File: src/rtl/soc_pkg.sv
// soc_pkg: shared widths, constants, queue record and arctangent table for
// the segment obstacle cost block. No dependencies.
`default_nettype none

package soc_pkg;

   // Internal widths, sized for the widest coordinate setting (24 bits)
   localparam int DIFF_W   = 25;   // coordinate difference
   localparam int PROD_W   = 50;   // signed product of two differences
   localparam int WIDE_W   = 52;   // l2, cross, dot
   localparam int CROSS_W  = 50;   // |cross|
   localparam int ROOT_W   = 32;   // segment length, 7 fraction bits
   localparam int DQ_W     = 58;   // distance, 8 fraction bits
   localparam int NUM_W    = 64;   // dividend / radicand shift register
   localparam int DEN_W    = 66;   // divisor
   localparam int REM_W    = 67;   // partial remainder
   localparam int VEC_W    = 62;   // CORDIC vector components
   localparam int ANG_W    = 28;   // angles, 24 fraction bits
   localparam int THETA_W  = 27;   // angle difference, non-negative
   localparam int SCALE_W  = 10;
   localparam int COST_W   = 32;
   localparam int CNT_W    = 7;
   localparam int ANG_IDX_W = 5;

   localparam int SQRT_STEPS = 32;
   localparam int DIV_STEPS  = 64;
   localparam int ANG_STEPS  = 24;
   localparam int MUL_STEPS  = 6;

   // Length is sqrt(l2 * 2^14), distance is |cross| * 2^15 / length
   localparam int LEN_SHIFT  = 14;
   localparam int DIST_SHIFT = 15;

   // Reference cost scale: 2^-16 per metre
   localparam int COST_REF = 16;
   localparam logic [SCALE_W-1:0] MM_PER_M = SCALE_W'(1000);

   // Vector normalisation limits: coarse steps of 8 below 2^49, then fine
   localparam int NORM_COARSE_SH = 8;
   localparam logic [VEC_W-1:0] NORM_COARSE = VEC_W'(1) << 49;
   localparam logic [VEC_W-1:0] NORM_TARGET = VEC_W'(1) << 57;

   localparam logic [COST_W-1:0] COST_MAX = '1;

   // Queue between front and back
   localparam int Q_DEPTH = 2;
   localparam int Q_PTR_W = 1;

   typedef struct packed {
      logic [CROSS_W-1:0]       cross_mag;
      logic signed [WIDE_W-1:0] dot;
      logic signed [WIDE_W-1:0] len_sq;
      logic                     degenerate;
      logic                     first;
      logic                     last;
   } soc_job_type;

   typedef struct packed {
      logic full;
      logic empty;
   } soc_q_status_type;

   // atan(2^-i) in radians, 24 fraction bits
   function automatic logic signed [ANG_W-1:0] arc_at(input logic [ANG_IDX_W-1:0] idx);
      logic signed [ANG_W-1:0] v;
      case (idx)
         5'd0:  v = ANG_W'(13176795);
         5'd1:  v = ANG_W'(7778716);
         5'd2:  v = ANG_W'(4110060);
         5'd3:  v = ANG_W'(2086331);
         5'd4:  v = ANG_W'(1047214);
         5'd5:  v = ANG_W'(524117);
         5'd6:  v = ANG_W'(262123);
         5'd7:  v = ANG_W'(131069);
         5'd8:  v = ANG_W'(65536);
         5'd9:  v = ANG_W'(32768);
         5'd10: v = ANG_W'(16384);
         5'd11: v = ANG_W'(8192);
         5'd12: v = ANG_W'(4096);
         5'd13: v = ANG_W'(2048);
         5'd14: v = ANG_W'(1024);
         5'd15: v = ANG_W'(512);
         5'd16: v = ANG_W'(256);
         5'd17: v = ANG_W'(128);
         5'd18: v = ANG_W'(64);
         5'd19: v = ANG_W'(32);
         5'd20: v = ANG_W'(16);
         5'd21: v = ANG_W'(8);
         5'd22: v = ANG_W'(4);
         5'd23: v = ANG_W'(2);
         default: v = '0;
      endcase
      return v;
   endfunction

endpackage

`default_nettype wire

File: src/rtl/soc_queue.sv
// soc_queue: short job queue between front and back parts.
// Uses soc_pkg for the job record and status types.
`default_nettype none

module soc_queue
   import soc_pkg::*;
(
   input  wire logic          clock,
   input  wire logic          reset,
   input  wire logic          push,
   input  wire soc_job_type   push_job,
   input  wire logic          pop,
   output soc_job_type        pop_job,
   output soc_q_status_type   q_status
);

   soc_job_type          entries_ff [Q_DEPTH];
   logic [Q_PTR_W-1:0]   wr_ptr_ff, rd_ptr_ff;
   logic [Q_PTR_W:0]     count_ff;
   logic                 do_push, do_pop;

   assign q_status.full  = (count_ff == (Q_PTR_W+1)'(Q_DEPTH));
   assign q_status.empty = (count_ff == '0);
   assign do_push = push && !q_status.full;
   assign do_pop  = pop && !q_status.empty;
   assign pop_job = entries_ff[rd_ptr_ff];

   // storage
   always_ff @(posedge clock) begin
      if (do_push) begin
         entries_ff[wr_ptr_ff] <= push_job;
      end
   end

   // pointers and fill count
   always_ff @(posedge clock) begin
      if (reset) begin
         wr_ptr_ff <= '0;
         rd_ptr_ff <= '0;
         count_ff  <= '0;
      end else begin
         if (do_push) wr_ptr_ff <= wr_ptr_ff + 1'b1;
         if (do_pop)  rd_ptr_ff <= rd_ptr_ff + 1'b1;
         case ({do_push, do_pop})
            2'b10:   count_ff <= count_ff + 1'b1;
            2'b01:   count_ff <= count_ff - 1'b1;
            default: ;
         endcase
      end
   end

endmodule

`default_nettype wire

File: config.mk
export PLATFORM = sky130hd
export DESIGN_NAME = soc_queue
export DESIGN_NICKNAME = d
export VERILOG_FILES = /design/src/rtl/soc_pkg.sv /design/src/rtl/soc_queue.sv
export SDC_FILE = /design/constraint.sdc
export NUM_CORES = 1
export LEC_CHECK = 0
export ABC_AREA = 1
export BUFFER_PORTS_ARGS = -buffer_cell sky130_fd_sc_hd__buf_2
export CORE_UTILIZATION = 25
export DETAILED_ROUTE_END_ITERATION = 16
export PLACE_DENSITY = 0.44
export SYNTH_ARGS = -nofsm -noshare
export SYNTH_HDL_FRONTEND = slang
export SYNTH_SLANG_ARGS = --single-unit
File: constraint.sdc
create_clock -name clock -period 18.3 [get_ports clock]
set_input_delay 2.745 -clock clock [delete_from_list [all_inputs] [get_ports clock]]
set_output_delay 2.745 -clock clock [all_outputs]
set_load 0.005 [all_outputs]
Word-level counts from Yosys, hierarchy flattened
Memory sizes are Yosys's and may differ from the RTL's. A register that Yosys moved wholly into a read port is not among the register bits.
Index checks and enable logic that the tools add are counted.
{ "classes": {"addsub": 4, "eq_ne": 3, "mux": 5, "n_reduce_logical": 6} }
{ "ops": {"columns": ["op", "n"], "rows": [
  ["== test 2 bit, second input constant", 2],
  ["2-to-1 mux 1 bit", 4],
  ["case mux 2 bit (2 select lines)", 1],
  ["adder 1 bit, second input constant", 2],
  ["adder 2 x 1 -> 2 bit, second input constant", 1],
  ["== test 2 x 1 -> 1 bit, second input constant", 1],
  ["logical AND 1 bit", 2],
  ["logical NOT 1 bit", 2],
  ["logical NOT 2 bit", 1],
  ["nonzero test 2 bit", 1],
  ["subtractor 2 x 1 -> 2 bit, second input constant", 1]
]} }
{ "word_totals": {"register_bits": 4, "ram_bits": 314, "input_bits": 161, "output_inout_bits": 159, "word_cells": 22, "n_memories": 1} }
{ "memory_table": {"columns": ["name", "depth", "word_bits", "read_ports", "rd_ports_with_merged_regs", "wr", "line_no", "source"], "rows": [
  ["entries_ff", 2, 157, 1, 1, 1, "soc_queue.sv:17", "soc_job_type entries_ff [Q_DEPTH];"]
]} }

Longest topological paths before layout
Gate-level depths: netlist (run 1).
{ "logic_depth": {"ltp_word": 5, "ltp_mapped": 10, "mapped_depth_nobuf": 10} }

Worst setup path after synthesis (run 1)
No wires, ideal clock.
{ "synth_timing": {"path_kind": "input port to flip-flop", "startpoint": "in push", "endpoint": "mem entries_ff[0][0] (netlist name), enable pin", "setup_time_ns": 0.675, "arrival_time_ns": 9.516, "required_time_ns": 17.625, "path_slack_ns": 8.109, "stages": 4, "n_path_buf": 0, "path_cell_list": "inv_1 -> nor2_1 -> inv_1 -> nor2_1"} }
{ "synth_between": {"elab_chain_len": 3} }
{ "synth_lines": {"columns": ["item", "line_no", "source"], "rows": [
  ["start: declaration", "soc_queue.sv:10", "input wire logic push,"],
  ["logical AND 1 bit", "soc_queue.sv:24", "assign do_push = push && !q_status.full;"],
  ["2-to-1 mux 1 bit", "soc_queue.sv:30", "if (do_push) begin"],
  ["2-to-1 mux 1 bit (not written as such)", "soc_queue.sv:31", "entries_ff[wr_ptr_ff] <= push_job;"],
  ["end: declaration", "soc_queue.sv:17", null]
]} }
Every way passes these cells.

==> results.yml, run 1 <==
outcome:
  status: "finished, final reports clean"
flow_run:
  drv_cap: 0
setup_path:
  cpLargestDelayFamily: "buffers and inverters"
  worstPathCellList: "buf_4, mux2_2, buf_2"
  r2r_slack_ps: 15320
  worstPathMaxFanout: 67
  arrival_ps: 2680
  path_depth: 3
  required_ps: 15550
  cp_slowest_cell: "buf_4"
  reg2reg_to: "entries_ff[0][57]$_DFFE_PP_"
  start_kind: "register"
  crit_path_end: "pop_job[123]"
  critPathBufInv: 2
  worst_path_largest_cell_delay_ps: 820
  r2r-start: "count_ff[0]$_SDFFE_PP0P_"
  r2r_cells: 6
  end_kind: "primary output"
  path_class: "reg -> out"
floorplan:
  ios: 320
  die_w_um: 218
  die_y_um: 218
  initial_core_util: 0.255
  fp-row-count: 78
  dieArea_um2: 47300
  core_area_um2: 45600
sta:
  finalCriticalPeriod_ps: 5430
  period_share: 0.297
  max_freq_mhz: 184
  hold_slack_ps: 506
  drv_slew: 0
  setup_viol: 0
  rsz0062_at_grt: "false"
  slew_headroom: 0.342
  tightestPinTransition_ps: 988
  finClkSkew_ps: 7.25
  finalSetupTns_ps: 0
  hold_violations: 0
clock_tree:
  clockRootBuffer: "clkbuf_16"
  clk_path_buf_depth: 3
  postCtsSetupBuffers: 0
  cts.clk_slew.worst_paths_ps: 50
  clk_latency_ps: 530
  cts_sinks: 319
  postCtsHoldBufs: 0
  cts_tree: "yes"
  htreeDepth: 2
  cts_resized: 0
  cts_made_buffers: 38
drt:
  routedWlPerCell_um: 16.9
  drtPass1Iterations: 4
  vias_per_cell: 4.00
  drt_iter0_markers: 224
  drc: 0
  vias: 6007
  wl_um: 25400
  ant_nets: 0
global_route:
  grt_max_degree: 68
  grt_pass1_wl_um: 37500
  grt_overflow_total: 0
  antenna_found_initial: 6
  track_usage: 0.106
  grt_pass1_vias: 6339
cells_and_area:
  final.fill_count: 4455
  seq_area_um2: 9530
  fin_nets: 1039
  syn_to_final_growth_pct: 29.4
  final_common_cell: "buf_2"
  multi_input_area_um2: 1890
  layout-drive-gt1-share: 0.590
  final_cell_mix: "buf_2 (319), edfxtp_1 (314), mux2_2 (157), clkbuf_16 (41), nor2_1 (13)"
power:
  p_clk_frac: 0.367
  switching_share: 0.235
  p_per_area_nw_per_um2: 128
  p_int_mw: 1.47
  ir_drop_mv: 0.0655
  p_comb_frac: 0.156
  netSwitchingPower_mw: 0.451
  seqPwrFrac: 0.477
  p_leak_nw: 5.50
synthesis:
  synth.top_cell.area_share: 0.812
  syn_area_um2: 11600
  yosys_warnings: 0
  ys_seq_area_frac: 0.821
  synthCells: 528
  yosys.area.top_type: "edfxtp_1"
  synth-seq-cells: 319
  synth_cell_types: 13
  syn_avg_cell_area_um2: 22.0
  synth_area_leaders: "edfxtp_1 (81%), mux2_2 (15%), buf_6 (1.3%), dfxtp_1 (0.86%), nor2_1 (0.45%)"
  synth_fp_nets: 690
placed_design:
  port_buffers: 319
  dp_hpwl_um: 16400
  place_congestion: 0.683
worst_hold_path:
  hp-class: "reg -> reg"
-- kinds of logic (layout without fill, tap and decap cells) --
group,Yosys count,count (layout),synth area share
fa+ha+maj,1,1,0.00108
compound gates,2,2,0.000861
buf+inv,26,398,0.0177
simple gates,23,23,0.00765
flops,319,319,0.821
mux,157,157,0.152
other cells,0,3,0
-- registers in the layout (all words and copies together) (netlist names), named ones only --
signal	count
rd_ptr_ff	1
wr_ptr_ff	1
count_ff	2
entries_ff	314
-- cell usage after synthesis --
library cell / instances
a21oi_1: 1
buf_2: 2
buf_4: 2
buf_6: 13
dfxtp_1: 5
edfxtp_1: 314
ha_1: 1
inv_1: 9
mux2_2: 157
nand2_1: 8
nand4_1: 1
nor2_1: 14
o21ai_0: 1
-- final cells by class --
cell class              count  share of cell area
diodes                      3            0.000499
clock buffers              49              0.0703
clock inverters            14             0.00732
inverters                   9             0.00258
multi-input cells         183               0.126
flip-flops and latches    319               0.634
well taps                 600              0.0499
repair buffers            326               0.110
-- worst reg2reg max path: cells and delay by family (launching register included) --
family | cells | cell delay, ps
DFF | 1 | 390
buffers and inverters | 3 | 1400
and+or+nand+nor | 3 | 810
-- per-stage QoR --
step	power (mW)	cell area, µm²	cells	utilization	setup WS, ps
floorplan	1.12	11600	528	-	8110
global placement	1.24	13900	1437	0.304	12820
detailed placement	1.24	13900	1437	0.304	12790
CTS	1.97	15000	1500	0.330	12720
global route	2.02	15000	1502	0.330	12650
finish	1.92	15000	1503	0.330	12870
-- power groups by stage --
stage                     clock, mW  combinational (mW)  sequential, mW
after floorplan                   0               0.180           0.937
after global placement            0               0.313           0.930
after detailed placement          0               0.312           0.932
after CTS                     0.738               0.313           0.918
after global routing          0.764               0.333           0.924
final                         0.705               0.300           0.916
-- worst min path at each step --
stage                        endpoint                   start  cells after the start
3_3_place_gp   rd_ptr_ff$_SDFFE_PP0P_  rd_ptr_ff$_SDFFE_PP0P_                      2
2_1_floorplan                register  rd_ptr_ff$_SDFFE_PP0P_                      2
5_1_grt        rd_ptr_ff$_SDFFE_PP0P_  rd_ptr_ff$_SDFFE_PP0P_                      2
3_5_place_dp                 register  rd_ptr_ff$_SDFFE_PP0P_                      2
6_report       rd_ptr_ff$_SDFFE_PP0P_  rd_ptr_ff$_SDFFE_PP0P_                      2
4_1_cts        rd_ptr_ff$_SDFFE_PP0P_  rd_ptr_ff$_SDFFE_PP0P_                      2
-- routing by layer --
| layer | GRT usage | part of all wire | vias up |
|---|---|---|---|
| met5 | 0.00417 | 0.00091 | - |
| met4 | 0.0376 | 0.021 | 4 |
| met3 | 0.0498 | 0.094 | 42 |
| met2 | 0.162 | 0.46 | 207 |
| met1 | 0.131 | 0.42 | 2963 |
| li1 | - | - | 2791 |
Power figures use the tool's default switching activity.
==> run 2: changes to the inputs <==
Settings changed: ABC_AREA 1 to 0, PLACE_DENSITY 0.44 to 0.46.
Clock period 18.3 ns to 4.6 ns, I/O delays scaled along.
==> results.yml, run 2 <==
sta:
  setup_viol: 0
  finClkSkew_ps: 23.2
  drv_slew: 0
  finalSetupTns_ps: 0
  finalCriticalPeriod_ps: 2720
  slew_headroom: 0.582
  hold_slack_ps: 337
  rsz0062_at_grt: "false"
  max_freq_mhz: 368
  tightestPinTransition_ps: 627
  period_share: 0.591
  hold_violations: 0
cells_and_area:
  final_common_cell: "buf_2"
  final.fill_count: 4485
  layout-drive-gt1-share: 0.608
  fin_nets: 1025
  final_cell_mix: "buf_2 (319), edfxtp_1 (314), mux2_2 (157), clkbuf_16 (41), clkbuf_1 (8)"
  top_regs: "entries_ff x314, count_ff x2"
  n_antenna_cell: 0
  largest_reg_flops: 314
  regMostFlops: "entries_ff"
  fin_util: 0.334
  fin_area_um2: 15200
  syn_to_final_growth_pct: 31.8
floorplan:
  initial_core_util: 0.254
  ios: 320
  fp-row-count: 78
  die_w_um: 217
  die_y_um: 217
  dieArea_um2: 46900
  core_area_um2: 45400
drt:
  drtPass1Iterations: 4
  drc: 0
  wl_um: 24700
  routedWlPerCell_um: 16.5
  vias_per_cell: 3.98
  drt_iter0_markers: 230
  vias: 5947
  ant_nets: 0
worst_hold_path:
  min_to: "entries_ff[0][73]$_DFFE_PP_"
  min_from: "push_job[73]"
  holdPathStages: 1
  hp-class: "in -> reg"
setup_path:
  path_class: "reg -> out"
  r2r_cells: 3
  start_kind: "register"
  reg2reg_to: "entries_ff[1][44]$_DFFE_PP_"
  end_kind: "primary output"
  arrival_ps: 2030
  r2r-start: "count_ff[0]$_SDFFE_PP0P_"
  required_ps: 3910
  r2r_slack_ps: 2510
  worstPathMaxFanout: 42
synthesis:
  yosys_warnings: 0
  synthArstFlopShare: 0
  synth_edf_count: 314
  synth_common_cells: "edfxtp_1 (314), mux2_2 (157), buf_2 (14), dfxtp_1 (5), nor2_1 (4)"
  synth.top_cell.area_share: 0.819
  synth_area_leaders: "edfxtp_1 (82%), mux2_2 (15%), dfxtp_1 (0.87%), buf_2 (0.61%), buf_4 (0.20%)"
  synth_most_common_cell: "edfxtp_1"
  ys_seq_area_frac: 0.828
  synth-seq-cells: 319
  synthCells: 514
  synth_cell_types: 18
  synth_fp_nets: 676
  syn_avg_cell_area_um2: 22.4
  syn_area_um2: 11500
  yosys.area.top_type: "edfxtp_1"
  ys.flop_type: "edfxtp_1"
clock_tree:
  cts_sinks: 319
  cts_resized: 0
  clk_path_buf_depth: 3
  cts_made_buffers: 38
  postCtsSetupBuffers: 0
  postCtsHoldBufs: 0
  htreeDepth: 2
  cts.clk_slew.worst_paths_ps: 60
  clk_latency_ps: 540
  clockRootBuffer: "clkbuf_16"
  cts_tree: "yes"
global_route:
  grt_pass1_vias: 6277
  track_usage: 0.103
  grt_overflow_total: 0
  antenna_found_initial: 6
  grt_max_degree: 97
  grt_pass1_wl_um: 36400
placed_design:
  place_area_um2: 13900
  dp_hpwl_um: 15700
  place_congestion: 0.685
  port_buffers: 319
outcome:
  status: "finished, final reports clean"
flow_run:
  drv_cap: 0
power:
  total_power_mw: 8.68
  ir_drop_mv: 0.288
  p_leak_nw: 5.54
  p_per_area_nw_per_um2: 572
==> run 2: final cells by class <==
| cell class | count | area [µm²] | area share |
|---|---|---|---|
| repair buffers | 326 | 1700 | 0.112 |
| well taps | 600 | 751 | 0.0495 |
| inverters | 3 | 15.0 | 0.000990 |
| clock inverters | 21 | 231 | 0.0153 |
| flip-flops and latches | 319 | 9530 | 0.628 |
| clock buffers | 49 | 1060 | 0.0696 |
| multi-input cells | 175 | 1890 | 0.124 |
==> run 2: per-layer routing <==
layer  GRT usage  wire length [µm]
met3      0.0462              2340
met5           0                88
met1       0.120             10100
met2       0.161             11400
met4      0.0455               675
==> run 2: logic make-up (layout without fill, tap and decap cells) <==
kind of cell | after synthesis | count (layout) | share of synthesized area
AO/OA/AOI/OAI | 5 | 5 | 0.00239
buffers and inverters | 20 | 399 | 0.00902
adder cells (fa/ha/maj) | 1 | 1 | 0.00109
AND/OR/NAND/NOR | 9 | 9 | 0.00402
flip-flops | 319 | 319 | 0.828
XOR/XNOR | 3 | 3 | 0.00228
multiplexers | 157 | 157 | 0.154
==> run 2: critical path: stages, from the launching register on <==
cell	delay [ps]
dfxtp_4	390
buf_4	510
mux2_2	400
buf_2	140
==> run 2: stage by stage <==
| step | cells | setup slack, ps |
|---|---|---|
| 6_report | 1493 | 1880 |
| 3_5_place_dp | 1423 | 2290 |
| 4_1_cts | 1493 | 1800 |
| 3_3_place_gp | 1423 | 2280 |
| 2_1_floorplan | 514 | 1000 |
| 5_1_grt | 1493 | 1760 |
==> run 2: worst max path at each step <==
stage,startpoint,end,depth (start not counted)
after floorplan,push,entries_ff[0][0]$_DFFE_PP_,3
after global placement,push,entries_ff[1][39]$_DFFE_PP_,3
after detailed placement,push,entries_ff[1][39]$_DFFE_PP_,3
after CTS,register,pop_job[124],3
after global routing,register,pop_job[119],3
final,register,pop_job[119],3
==> run 2: power breakdown <==
| part | switching, mW | total (mW) | internal, mW |
|---|---|---|---|
| Sequential | 0.0857 | 3.75 | 3.67 |
| Clock | 1.14 | 3.05 | 1.90 |
| Combinational | 0.946 | 1.88 | 0.931 |
==> run 3: changes to the inputs <==
Clock period 4.6 ns to 2.4 ns, I/O delays scaled along.
==> results.yml, run 3 (same netlist as run 2, synthesis figures left out) <==
outcome:
  status: "finished, final reports clean"
setup_path:
  required_ps: 2040
  arrival_ps: 1870
  end_kind: "primary output"
  worst_path_largest_cell_delay_ps: 390
  path_class: "reg -> out"
  start_kind: "register"
  worstPathCellList: "buf_12, mux2_2, buf_2"
  cpLargestDelayFamily: "buffers and inverters"
  worstPathMaxFanout: 69
  cp_slowest_cell: "mux2_2"
  critPathBufInv: 2
cells_and_area:
  layout-drive-gt1-share: 0.521
  syn_to_final_growth_pct: 44.7
  fin_nets: 1186
  final_common_cell: "buf_2"
  largest_reg_flops: 314
  n_antenna_cell: 0
  final.fill_count: 4354
  regMostFlops: "entries_ff"
  final_cell_mix: "buf_2 (319), edfxtp_1 (314), mux2_2 (157), dlygate4sd3_1 (153), clkbuf_16 (37)"
  top_regs: "entries_ff x314, count_ff x2"
placed_design:
  dp_hpwl_um: 16900
  place_congestion: 0.715
  dpl_worst_slack_ps: 564
  port_buffers: 319
drt:
  wl_um: 26200
  routedWlPerCell_um: 15.9
  vias_per_cell: 3.94
  drtPass1Iterations: 4
  drc: 0
  vias: 6491
  drt_iter0_markers: 194
  ant_nets: 0
power:
  p_per_area_nw_per_um2: 967
  p_leak_nw: 6.15
  ir_drop_mv: 0.521
global_route:
  grt_overflow_total: 0
  grt_max_degree: 70
  grt_pass1_wl_um: 39300
  grt_pass1_vias: 7009
  antenna_found_initial: 1
  track_usage: 0.110
sta:
  worst_slack_ps: 171
  max_freq_mhz: 449
  rsz0062_at_grt: "false"
  finClkSkew_ps: 17.4
  finalCriticalPeriod_ps: 2230
  setup_viol: 0
  hold_violations: 0
  tightestPinTransition_ps: 473
  period_share: 0.929
  slew_headroom: 0.685
  finalSetupTns_ps: 0
  drv_slew: 0
floorplan:
  die_w_um: 217
  dieArea_um2: 46900
  initial_core_util: 0.254
  ios: 320
  core_area_um2: 45400
  fp-row-count: 78
  die_y_um: 217
worst_hold_path:
  hp-class: "in -> reg"
clock_tree:
  cts_made_buffers: 36
  cts_sinks: 319
  clk_path_buf_depth: 3
  clockRootBuffer: "clkbuf_16"
  clk_latency_ps: 520
  cts.clk_slew.worst_paths_ps: 60
  cts_tree: "yes"
  htreeDepth: 2
  cts_resized: 0
flow_run:
  drv_cap: 0
## run 3: cell count changes in the layout (fill, tap and decap cells not counted), sizes merged
cell	before	now
dlygate4sd3	0	153
buf	326	336
clkbuf	49	42
bufinv	5	1
clkinv	15	17
## run 3: repair_timing
action | CTS | global route
endpoints found under the hold margin | 305 | 0
buffers inserted | 0 | 0
hold buffers | 153 | 0
## run 3: worst register-to-register path: cells and delay by family, from the launching register on
family | cells | cell delay, ps
buffers and inverters | 4 | 600
AND/OR/NAND/NOR | 2 | 490
flip-flops | 1 | 370
## run 3: final cells by class
| cell class | instances | area (µm²) | share of cell area |
|---|---|---|---|
| clock inverter | 19 | 118 | 0.00706 |
| sequential | 319 | 9530 | 0.572 |
| timing repair buffer | 489 | 3410 | 0.204 |
| inverter | 3 | 15.0 | 0.000901 |
| multi-input combinational | 175 | 1900 | 0.114 |
| tap | 600 | 751 | 0.0451 |
| clock buffer | 42 | 945 | 0.0567 |
## run 3: final timing paths
path	from	to	slack [ps]	cells past startpoint
setup / recovery	register	pop_job[132]	170	3
hold / removal	push_job[37]	entries_ff[1][37]$_DFFE_PP_	50	1
setup reg to reg	count_ff[0]$_SDFFE_PP0P_	entries_ff[0][37]$_DFFE_PP_	580	6
hold reg to reg	wr_ptr_ff$_SDFFE_PP0P_	wr_ptr_ff$_SDFFE_PP0P_	490	2
## run 3: per-layer routing
metal,track usage,part of all wire,vias up
li1,-,-,3071
met1,0.123,0.40,3178
met2,0.192,0.50,199
met3,0.0385,0.078,41
met4,0.0425,0.023,2
met5,0,0.00050,-
## run 3: stage by stage
stage / utilization / power [mW] / cell area [µm²] / cells / hold WS [ps]
6_report: 0.367 / 16.1 / 16700 / 1647 / 51.8
2_1_floorplan: - / 9.40 / 11500 / 514 / 425
3_5_place_dp: 0.310 / 11.2 / 14100 / 1433 / 485
5_1_grt: 0.367 / 17.0 / 16700 / 1647 / 3.78
3_3_place_gp: 0.310 / 11.2 / 14100 / 1433 / 483
4_1_cts: 0.367 / 16.5 / 16700 / 1647 / 0.377
## run 3: power by group
group / switching (mW) / internal, mW / leakage, nW / total, mW
sequential: 0.176 / 7.02 / 2.98 / 7.20
combinational: 1.87 / 2.06 / 2.65 / 3.93
clock: 2.08 / 2.91 / 0.520 / 4.99
